**config.mk**
```make
export PLATFORM = sky130hd
export DESIGN_NAME = sync_framed_packet_receiver_flat
export DESIGN_NICKNAME = d
export VERILOG_FILES = /design/src/design/sfpr_pkg.sv /design/src/design/sfpr_ifs.sv /design/src/design/sync_framed_packet_receiver.sv /design/src/design/sfpr_core.sv /design/src/design/sfpr_out_reg.sv /design/src/flat_wrapper.sv
export SDC_FILE = /design/constraint.sdc
export NUM_CORES = 1
export LEC_CHECK = 0
export BUFFER_PORTS_ARGS = -buffer_cell sky130_fd_sc_hd__buf_2
export CORE_MARGIN = 2
export CORE_UTILIZATION = 51
export DETAILED_ROUTE_END_ITERATION = 10
export HOLD_SLACK_MARGIN = 0.12
export PLACE_DENSITY_LB_ADDON = 0.25
export SLEW_MARGIN = 0
export SYNTH_ARGS = -nofsm -noshare
export SYNTH_HDL_FRONTEND = slang
export SYNTH_SLANG_ARGS = --single-unit
```
**constraint.sdc**
```tcl
create_clock -name clock -period 4.15 [get_ports clock]
set_input_delay 0.415 -clock clock [delete_from_list [all_inputs] [get_ports clock]]
set_output_delay 0.415 -clock clock [all_outputs]
set_load 0.05 [all_outputs]
```
**src/design/sfpr_pkg.sv**
```systemverilog
// Package for the sync framed packet receiver.
// Holds shared codes, constants and the result record type; no dependencies.
package sfpr_pkg;

   localparam logic [7:0]  SYNC_BYTE     = 8'hAA;
   localparam logic [7:0]  SUM_SEED      = 8'h55;
   localparam logic [15:0] TIMEOUT_RESET = 16'd1000;
   localparam logic [15:0] TICKS_MAX     = 16'hFFFF;

   localparam logic OP_BYTE = 1'b0;
   localparam logic OP_TICK = 1'b1;

   localparam logic KIND_PAYLOAD = 1'b0;
   localparam logic KIND_STATUS  = 1'b1;

   localparam logic [1:0] ST_OK       = 2'd0;
   localparam logic [1:0] ST_MISMATCH = 2'd1;
   localparam logic [1:0] ST_TIMEOUT  = 2'd2;

   typedef enum logic [3:0] {
      PH_HUNT    = 4'b0001,
      PH_HEADER  = 4'b0010,
      PH_CHECK   = 4'b0100,
      PH_PAYLOAD = 4'b1000
   } phase_type;

   typedef struct packed {
      logic       kind;
      logic [1:0] status;
      logic [2:0] packet_id;
      logic [4:0] payload_length;
      logic [4:0] payload_index;
      logic [7:0] payload_byte;
      logic       last;
   } rsp_type;

endpackage

```
**src/design/sfpr_ifs.sv**
```systemverilog
// Request and response channel interfaces for the packet receiver.
// Does not depend on sfpr_pkg; the response fields are declared one by one.
interface sfpr_req_if;
   logic       valid;
   logic       ready;
   logic       op;
   logic [7:0] rx_byte;
   modport source (output valid, output op, output rx_byte, input ready);
   modport sink (input valid, input op, input rx_byte, output ready);
endinterface

interface sfpr_rsp_if;
   logic       valid;
   logic       ready;
   logic       kind;
   logic [1:0] status;
   logic [2:0] packet_id;
   logic [4:0] payload_length;
   logic [4:0] payload_index;
   logic [7:0] payload_byte;
   logic       last;
   modport source (output valid, output kind, output status, output packet_id,
                   output payload_length, output payload_index, output payload_byte,
                   output last, input ready);
   modport sink (input valid, input kind, input status, input packet_id,
                 input payload_length, input payload_index, input payload_byte,
                 input last, output ready);
endinterface

```
**src/design/sync_framed_packet_receiver.sv**
```systemverilog
// Top level of the sync framed packet receiver.
// Depends on sfpr_pkg, sfpr_ifs, sfpr_core and sfpr_out_reg.
//
// Requests on req_bus carry either one received byte (op 0) or one time tick
// (op 1). The receiver hunts for sync byte 0xAA, takes a header byte (length
// in bits 7..3, id in bits 2..0), a checksum byte and the payload. Every
// payload byte but the last leaves on rsp_bus as a payload response; the last
// one rides on the status response (ok or checksum mismatch). Timeout status
// is sent when the tick count since hunting began reaches csr timeout.
// csr_wr_en / csr_wr_data write the 16-bit tick timeout (reset 1000).
//
// One request per cycle while ready is high. A response appears on rsp_bus in the
// cycle after its request is taken, from a single output register. req_bus.ready
// is high while that register is empty or being emptied, so a stalled consumer
// holds off new requests after one response is pending.
// Synchronous reset returns to hunting with an empty output register; no
// clearing pass is needed.
module sync_framed_packet_receiver (
   input  logic        clock,
   input  logic        reset,
   sfpr_req_if.sink    req_bus,
   sfpr_rsp_if.source  rsp_bus,
   input  logic        csr_wr_en,
   input  logic [15:0] csr_wr_data
);

   logic              fire;
   logic              can_load;
   logic              res_valid;
   sfpr_pkg::rsp_type res;

   assign req_bus.ready = can_load;
   assign fire          = req_bus.valid && can_load;

   sfpr_core u_core (
      .clock       (clock),
      .reset       (reset),
      .fire        (fire),
      .op          (req_bus.op),
      .rx_byte     (req_bus.rx_byte),
      .csr_wr_en   (csr_wr_en),
      .csr_wr_data (csr_wr_data),
      .res_valid   (res_valid),
      .res         (res)
   );

   sfpr_out_reg u_out_reg (
      .clock     (clock),
      .reset     (reset),
      .load      (res_valid),
      .load_data (res),
      .can_load  (can_load),
      .rsp       (rsp_bus)
   );

endmodule

```
**src/design/sfpr_core.sv**
```systemverilog
// Framing state machine, checksum and tick timeout of the packet receiver.
// Depends on sfpr_pkg; produces at most one response record per request.
module sfpr_core (
   input  logic                clock,
   input  logic                reset,
   input  logic                fire,
   input  logic                op,
   input  logic [7:0]          rx_byte,
   input  logic                csr_wr_en,
   input  logic [15:0]         csr_wr_data,
   output logic                res_valid,
   output sfpr_pkg::rsp_type   res
);

   sfpr_pkg::phase_type phase_ff, phase_in;
   logic [7:0]  header_ff, header_in;
   logic [7:0]  expect_ff, expect_in;
   logic [7:0]  sum_ff, sum_in;
   logic [4:0]  count_ff, count_in;
   logic [15:0] elapsed_ff, elapsed_in;
   logic [15:0] timeout_ff;
   logic [15:0] ticks_inc;
   logic [7:0]  sum_new;
   logic [4:0]  hdr_len;
   logic        restart;

   assign hdr_len   = header_ff[7:3];
   assign sum_new   = sum_ff ^ rx_byte;
   assign ticks_inc = (elapsed_ff == sfpr_pkg::TICKS_MAX) ? elapsed_ff : elapsed_ff + 16'd1;

   always_comb begin
      phase_in   = phase_ff;
      header_in  = header_ff;
      expect_in  = expect_ff;
      sum_in     = sum_ff;
      count_in   = count_ff;
      elapsed_in = elapsed_ff;
      restart    = 1'b0;
      res_valid  = 1'b0;
      res        = '0;
      if (fire) begin
         if (op == sfpr_pkg::OP_TICK) begin
            elapsed_in = ticks_inc;
            if (ticks_inc >= timeout_ff) begin
               res_valid  = 1'b1;
               res.kind   = sfpr_pkg::KIND_STATUS;
               res.status = sfpr_pkg::ST_TIMEOUT;
               res.last   = 1'b1;
               restart    = 1'b1;
            end
         end else if (elapsed_ff >= timeout_ff) begin
            res_valid  = 1'b1;
            res.kind   = sfpr_pkg::KIND_STATUS;
            res.status = sfpr_pkg::ST_TIMEOUT;
            res.last   = 1'b1;
            restart    = 1'b1;
         end else begin
            case (phase_ff)
               sfpr_pkg::PH_HUNT: begin
                  if (rx_byte == sfpr_pkg::SYNC_BYTE) phase_in = sfpr_pkg::PH_HEADER;
               end
               sfpr_pkg::PH_HEADER: begin
                  header_in = rx_byte;
                  sum_in    = sfpr_pkg::SUM_SEED ^ rx_byte;
                  count_in  = 5'd0;
                  phase_in  = sfpr_pkg::PH_CHECK;
               end
               sfpr_pkg::PH_CHECK: begin
                  expect_in = rx_byte;
                  if (hdr_len == 5'd0) begin
                     res_valid          = 1'b1;
                     res.kind           = sfpr_pkg::KIND_STATUS;
                     res.status         = (sum_ff == rx_byte) ? sfpr_pkg::ST_OK
                                                              : sfpr_pkg::ST_MISMATCH;
                     res.packet_id      = header_ff[2:0];
                     res.payload_length = hdr_len;
                     res.last           = 1'b1;
                     restart            = 1'b1;
                  end else begin
                     phase_in = sfpr_pkg::PH_PAYLOAD;
                  end
               end
               sfpr_pkg::PH_PAYLOAD: begin
                  sum_in             = sum_new;
                  res_valid          = 1'b1;
                  res.packet_id      = header_ff[2:0];
                  res.payload_length = hdr_len;
                  res.payload_index  = count_ff;
                  res.payload_byte   = rx_byte;
                  if (({1'b0, count_ff} + 6'd1) >= {1'b0, hdr_len}) begin
                     res.kind   = sfpr_pkg::KIND_STATUS;
                     res.status = (sum_new == expect_ff) ? sfpr_pkg::ST_OK
                                                         : sfpr_pkg::ST_MISMATCH;
                     res.last   = 1'b1;
                     restart    = 1'b1;
                  end else begin
                     res.kind = sfpr_pkg::KIND_PAYLOAD;
                     count_in = count_ff + 5'd1;
                  end
               end
               default: phase_in = sfpr_pkg::PH_HUNT;
            endcase
         end
         if (restart) begin
            phase_in   = sfpr_pkg::PH_HUNT;
            expect_in  = 8'd0;
            sum_in     = 8'd0;
            count_in   = 5'd0;
            elapsed_in = 16'd0;
         end
      end
   end

   always_ff @(posedge clock) begin
      if (reset) begin
         phase_ff   <= sfpr_pkg::PH_HUNT;
         header_ff  <= 8'd0;
         expect_ff  <= 8'd0;
         sum_ff     <= 8'd0;
         count_ff   <= 5'd0;
         elapsed_ff <= 16'd0;
         timeout_ff <= sfpr_pkg::TIMEOUT_RESET;
      end else begin
         phase_ff   <= phase_in;
         header_ff  <= header_in;
         expect_ff  <= expect_in;
         sum_ff     <= sum_in;
         count_ff   <= count_in;
         elapsed_ff <= elapsed_in;
         if (csr_wr_en) timeout_ff <= csr_wr_data;
      end
   end

   a_phase_onehot: assert property (@(posedge clock) disable iff (reset)
      $onehot(phase_ff))
      else $error("phase register not one-hot");

   a_status_restarts: assert property (@(posedge clock) disable iff (reset)
      (res_valid && res.last) |=> (phase_ff == sfpr_pkg::PH_HUNT && elapsed_ff == 16'd0
                                   && count_ff == 5'd0))
      else $error("state not restarted after a status");

   a_payload_phase: assert property (@(posedge clock) disable iff (reset)
      (res_valid && res.kind == sfpr_pkg::KIND_PAYLOAD) |-> phase_ff == sfpr_pkg::PH_PAYLOAD)
      else $error("payload result outside payload phase");

   a_count_bound: assert property (@(posedge clock) disable iff (reset)
      (phase_ff == sfpr_pkg::PH_PAYLOAD) |-> count_ff < hdr_len)
      else $error("payload count ran past header length");

endmodule

```
**src/design/sfpr_out_reg.sv**
```systemverilog
// Response output register of the packet receiver.
// Depends on sfpr_pkg and sfpr_rsp_if; refills in the cycle the held response leaves.
module sfpr_out_reg (
   input  logic              clock,
   input  logic              reset,
   input  logic              load,
   input  sfpr_pkg::rsp_type load_data,
   output logic              can_load,
   sfpr_rsp_if.source        rsp
);

   logic              valid_ff, valid_in;
   sfpr_pkg::rsp_type data_ff;

   assign can_load = !valid_ff || rsp.ready;
   assign valid_in = load || (valid_ff && !rsp.ready);

   always_ff @(posedge clock) begin
      if (reset) begin
         valid_ff <= 1'b0;
      end else begin
         valid_ff <= valid_in;
      end
   end

   always_ff @(posedge clock) begin
      if (load) data_ff <= load_data;
   end

   assign rsp.valid          = valid_ff;
   assign rsp.kind           = data_ff.kind;
   assign rsp.status         = data_ff.status;
   assign rsp.packet_id      = data_ff.packet_id;
   assign rsp.payload_length = data_ff.payload_length;
   assign rsp.payload_index  = data_ff.payload_index;
   assign rsp.payload_byte   = data_ff.payload_byte;
   assign rsp.last           = data_ff.last;

endmodule

```
**src/flat_wrapper.sv**
```systemverilog
// flat-port wrapper written by rule: the top's interface ports become plain ports
module sync_framed_packet_receiver_flat 
  (clock, reset, csr_wr_en, csr_wr_data, req_bus_valid, req_bus_op, req_bus_rx_byte, req_bus_ready, rsp_bus_valid, rsp_bus_kind, rsp_bus_status, rsp_bus_packet_id, rsp_bus_payload_length, rsp_bus_payload_index, rsp_bus_payload_byte, rsp_bus_last, rsp_bus_ready);
  sfpr_req_if req_bus_i ();
  sfpr_rsp_if rsp_bus_i ();
  input  logic clock;
  input  logic reset;
  input  logic csr_wr_en;
  input  logic [15:0] csr_wr_data;
  input wire logic [$bits(req_bus_i.valid)-1:0] req_bus_valid;
  input wire logic [$bits(req_bus_i.op)-1:0] req_bus_op;
  input wire logic [$bits(req_bus_i.rx_byte)-1:0] req_bus_rx_byte;
  output wire logic [$bits(req_bus_i.ready)-1:0] req_bus_ready;
  output wire logic [$bits(rsp_bus_i.valid)-1:0] rsp_bus_valid;
  output wire logic [$bits(rsp_bus_i.kind)-1:0] rsp_bus_kind;
  output wire logic [$bits(rsp_bus_i.status)-1:0] rsp_bus_status;
  output wire logic [$bits(rsp_bus_i.packet_id)-1:0] rsp_bus_packet_id;
  output wire logic [$bits(rsp_bus_i.payload_length)-1:0] rsp_bus_payload_length;
  output wire logic [$bits(rsp_bus_i.payload_index)-1:0] rsp_bus_payload_index;
  output wire logic [$bits(rsp_bus_i.payload_byte)-1:0] rsp_bus_payload_byte;
  output wire logic [$bits(rsp_bus_i.last)-1:0] rsp_bus_last;
  input wire logic [$bits(rsp_bus_i.ready)-1:0] rsp_bus_ready;
  assign req_bus_i.valid = req_bus_valid;
  assign req_bus_i.op = req_bus_op;
  assign req_bus_i.rx_byte = req_bus_rx_byte;
  assign req_bus_ready = req_bus_i.ready;
  assign rsp_bus_valid = rsp_bus_i.valid;
  assign rsp_bus_kind = rsp_bus_i.kind;
  assign rsp_bus_status = rsp_bus_i.status;
  assign rsp_bus_packet_id = rsp_bus_i.packet_id;
  assign rsp_bus_payload_length = rsp_bus_i.payload_length;
  assign rsp_bus_payload_index = rsp_bus_i.payload_index;
  assign rsp_bus_payload_byte = rsp_bus_i.payload_byte;
  assign rsp_bus_last = rsp_bus_i.last;
  assign rsp_bus_i.ready = rsp_bus_ready;
  sync_framed_packet_receiver u_core (.clock(clock), .reset(reset), .req_bus(req_bus_i), .rsp_bus(rsp_bus_i), .csr_wr_en(csr_wr_en), .csr_wr_data(csr_wr_data));
endmodule
```
==> results by stage <==
STA:
- Setup repair after global routing left no endpoint under its margin.
- Setup violations remaining at the end of the flow were counted as 0.
- Clock skew on the completed layout was measured at 0.0122 ns.
- The slew of the pin with the lowest slew margin is 0.837 ns.
- The total count of max-transition violations in the final report is 0.
- The worst pin sits at a relative slew slack of 44.0%.
- The final period utilization is 94.4%.
- The count of endpoints failing hold in the final timing report is 0.
- The total negative slack for setup checks is 0 ns.
- The shortest clock period the worst path allows after layout is 3.92 ns.
- The worst hold-check slack is 0.266 ns.
- The highest clock frequency the design can meet is 255 MHz.

Synthesis:
- In the synthesized netlist, the number of instances is 568.
- When the netlist entered floorplanning its net count stood at 637.
- The primary flip-flop cell chosen by synthesis mapping is dfxtp_1.
- The register bit total from synthesis is 90.
- Yosys mapped the design onto 64 distinct sky130hd cell types.
- The Yosys step of the flow raised 0 warnings.
- The combined area of all synthesized cells is 0.00525 mm².
- In the synthesized netlist the async set-or-reset flop fraction comes to 0%.
- The number of synthesized flops with an enable pin is 24.
- Summing the sequential cell areas from Yosys gives 38.9% of the chip area.
- Dividing the synthesized area by the synthesized cell count gives 9.24 µm².

Worst setup path:
- The critical path in this run is classified as register to register.
- The critical path goes through and3_1 > and4_1 > nand4_1 > mux2_2 > ha_1 > nand4_1 > or4_1 > o32ai_2 > or3_4 > nand2_1 > nor2_2 > buf_12.
- The cell count of the worst reg-to-reg path is 12.
- The worst-path cell with the longest stage delay is or4_1.
- The critical path launch point type is a register.
- Among the stages of the critical path, the cell type that occurs most often is nand4_1.
- Counting buffers and inverters, the worst setup path is 12 cells deep.
- The number of buffer and inverter stages on the critical path is 1.
- Grouping stages by cell kind, the critical path spends the most delay in simple AND/OR/NAND/NOR gates.
- Along the worst path, the maximum fanout reaches 24.
- The required time reported for the critical path endpoint is 4.23 ns.
- Data arrives at the worst endpoint at 3.99 ns.
- The largest stage delay on the critical path is 0.59 ns.
- The worst setup path is captured at a register.

Die:
- In this run the core area contains 37 standard-cell rows.
- For this configuration, the core starts out at a cell density of 51.8%.
- The region available for standard cell placement spans 0.0101 mm².
- The horizontal extent of the die is 105 µm.
- The area of the die is 0.0111 mm².
- In this run the vertical extent of the chip is 105 µm.
- 57 I/O pins were placed.

Routing:
- The pre-antenna-repair detailed-routing pass consisted of 5 iterations.
- The number of vias in the routed layout is 4303.
- After detailed routing, the number of remaining DRC violations is 0.
- In this run, the number of DRC markers left after iteration 0 of detailed routing was 331.
- The detail-routed net length per standard cell is 15.6 µm.
- Dividing the detail-routed via count by the number of cells gives 5.63.
- The number of nets with antenna violations after detailed routing is 0.
- Wires add up to 11.9 mm.

Final layout:
- Of the cells placed in the final design, the portion with a size suffix greater than 1 is 17.8%.
- From synthesis to final layout, the design area changed by 12.7%.
- The number of antenna diodes in the final layout is 0.
- In the final design database the tool counted 692 nets.

Job:
- The reported max-cap violation count is 0.

Power:
- The power density over the cells is 297 mW/mm².
- Across the VDD grid, the largest voltage drop is 0.000159 V.
- The total leakage power is 2.57 nW.

Global routing:
- The first global-routing pass estimated 19.7 mm of wire.
- The number of global-route vias before repair is 3985.
- The pin count of the biggest net entering global routing is 41.
- The sum of overflow across all layers after global routing is 0.
- The initial antenna violation count is 0.
- Global routing used 22.2% of the available tracks.

Worst hold path:
- The number of stages on the worst hold path is 3.
- The type of the worst min-delay path is input pin to register.

Placed design:
- The total of buffers placed on input and output ports is 56.
- Routability-driven placement finished with a final weighted congestion of 0.899.
- Detailed placement finished with a half-perimeter wire length of 8.78 mm.

CTS:
- The TritonCTS clock tree is built.
- Clock-pin slew was measured on the worst setup and hold paths at 0.10 ns.
- The number of buffers added by the clock tree synthesis step is 9.
- The clock network latency to the later pin of the worst-skew pair is 0.37 ns.
- The cts-stage hold buffer count is 0.
- In this run the number of H-tree levels came out at 3.
- CTS saw 90 sinks.
- The tree is rooted in a clkbuf_8.
- The worst-case clock buffer depth is 2.

Outcome:
- The flow ran to the end, and the final reports show no timing, DRC or antenna violations.
state kept, by name (all words and copies together), names as in the netlist, 4 cells and up:
signal                               count
u_core.u_core.elapsed_ff                16
u_core.u_core.timeout_ff                16
u_core.u_core.expect_ff                  8
u_core.u_core.header_ff                  8
u_core.u_core.sum_ff                     8
u_core.u_out_reg.rsp.payload_byte        8
u_core.u_core.count_ff                   5
u_core.u_out_reg.rsp.payload_index       5
u_core.u_out_reg.rsp.payload_length      5
u_core.u_core.phase_ff                   4
cells in the mapped netlist, drive strengths merged, types with 8 or more instances:
| master | number | area [µm²] |
|---|---|---|
| nand4 | 11 | 68.8 |
| buf | 10 | 56.3 |
| inv | 25 | 93.8 |
| nand2 | 59 | 221 |
| o21a | 8 | 60.1 |
| nor2 | 42 | 160 |
| clkbuf | 16 | 60.1 |
| ha | 39 | 488 |
| o21ai | 24 | 124 |
| mux2i | 30 | 300 |
| nor2b | 10 | 62.6 |
| edfxtp | 24 | 721 |
| and3 | 27 | 169 |
| or4 | 8 | 60.1 |
| dfxtp | 66 | 1320 |
| nand3 | 17 | 85.1 |
| xnor2 | 18 | 158 |
| xor2 | 12 | 105 |
| a21oi | 34 | 174 |
| nand2b | 9 | 56.3 |
cell families after synthesis:
logic type / count (synthesis) / synth area share, %
XOR/XNOR: 30 / 5.01
adder cells (fa/ha/maj): 39 / 9.30
AO/OA/AOI/OAI: 109 / 14.7
buffers and inverters: 52 / 4.08
AND/OR/NAND/NOR: 215 / 21.7
multiplexers: 33 / 6.36
flip-flops: 90 / 38.9
per-layer routing:
layer	track usage, %	vias to the layer above	wire length, µm	part of all wire, %
met2	32.7	105	5030	42
met3	4.27	13	664	5.6
met4	6.67	0	159	1.3
met5	0	-	0	0
li1	-	2161	-	-
met1	32.8	2024	6080	51
report_power, final:
group	total (W)	leakage, nW	internal [W]	switching (W)
Sequential	0.000941	0.764	0.000923	0.0000178
Combinational	0.000231	1.72	0.0000861	0.000145
Clock	0.000583	0.0926	0.000234	0.000349
worst reg2reg max path, stage by stage, from the launching register on:
cell	delay, ns
dfxtp_1	0.46
and3_1	0.26
and4_1	0.31
nand4_1	0.12
mux2_2	0.31
ha_1	0.32
nand4_1	0.19
or4_1	0.59
o32ai_2	0.30
or3_4	0.24
nand2_1	0.15
nor2_2	0.20
buf_12	0.19
what timing repair did:
item / 4_1_cts / 5_1_grt
gates resized for setup: 0 / 4
setup buffers: 0 / 1
endpoints found under the setup margin: 0 / 36
cells in the final DEF (no fill, tap or decap), types with 24 or more instances in the layout:
| master | count |
|---|---|
| dfxtp_1 | 66 |
| nand2_1 | 59 |
| buf_2 | 56 |
| nor2_1 | 39 |
| ha_1 | 39 |
| a21oi_1 | 33 |
| mux2i_1 | 30 |
| and3_1 | 27 |
| inv_1 | 25 |
| edfxtp_1 | 24 |
final timing paths:
kind                                                    endpoint                                startpoint  slack [ns]
max reg2reg  u_core.u_out_reg.rsp.payload_index[2]$_SDFFCE_PP0P_  u_core.u_core.elapsed_ff[2]$_SDFFE_PP0P_        0.23
max          u_core.u_out_reg.rsp.payload_index[2]$_SDFFCE_PP0P_  u_core.u_core.elapsed_ff[2]$_SDFFE_PP0P_        0.23
min reg2reg              u_core.u_core.expect_ff[1]$_SDFFE_PP0P_   u_core.u_core.expect_ff[1]$_SDFFE_PP0P_        0.48
min                     u_core.u_core.timeout_ff[3]$_SDFFE_PP1P_                            csr_wr_data[3]        0.27
stage by stage:
stage / util [%] / setup WS (ns) / power, W / cells / area, µm²
5_1_grt: 58.4 / 0.0158 / 0.00184 / 764 / 5920
3_5_place_dp: 56.2 / 0.215 / 0.00119 / 747 / 5700
4_1_cts: 58.1 / 0.148 / 0.00178 / 763 / 5890
2_1_floorplan: - / 0.218 / 0.00112 / 568 / 5250
3_3_place_gp: 56.2 / 0.404 / 0.00119 / 747 / 5700
6_report: 58.4 / 0.233 / 0.00176 / 764 / 5920
layout make-up:
type | count | area [µm²]
tap | 136 | 170
fill | 884 | 4220
clock inverter | 7 | 71.3
inverter | 26 | 97.6
timing repair buffer | 70 | 398
sequential | 90 | 2040
clock buffer | 9 | 124
multi-input combinational | 426 | 3010
Note: power is estimated with default switching activity, not from simulation.
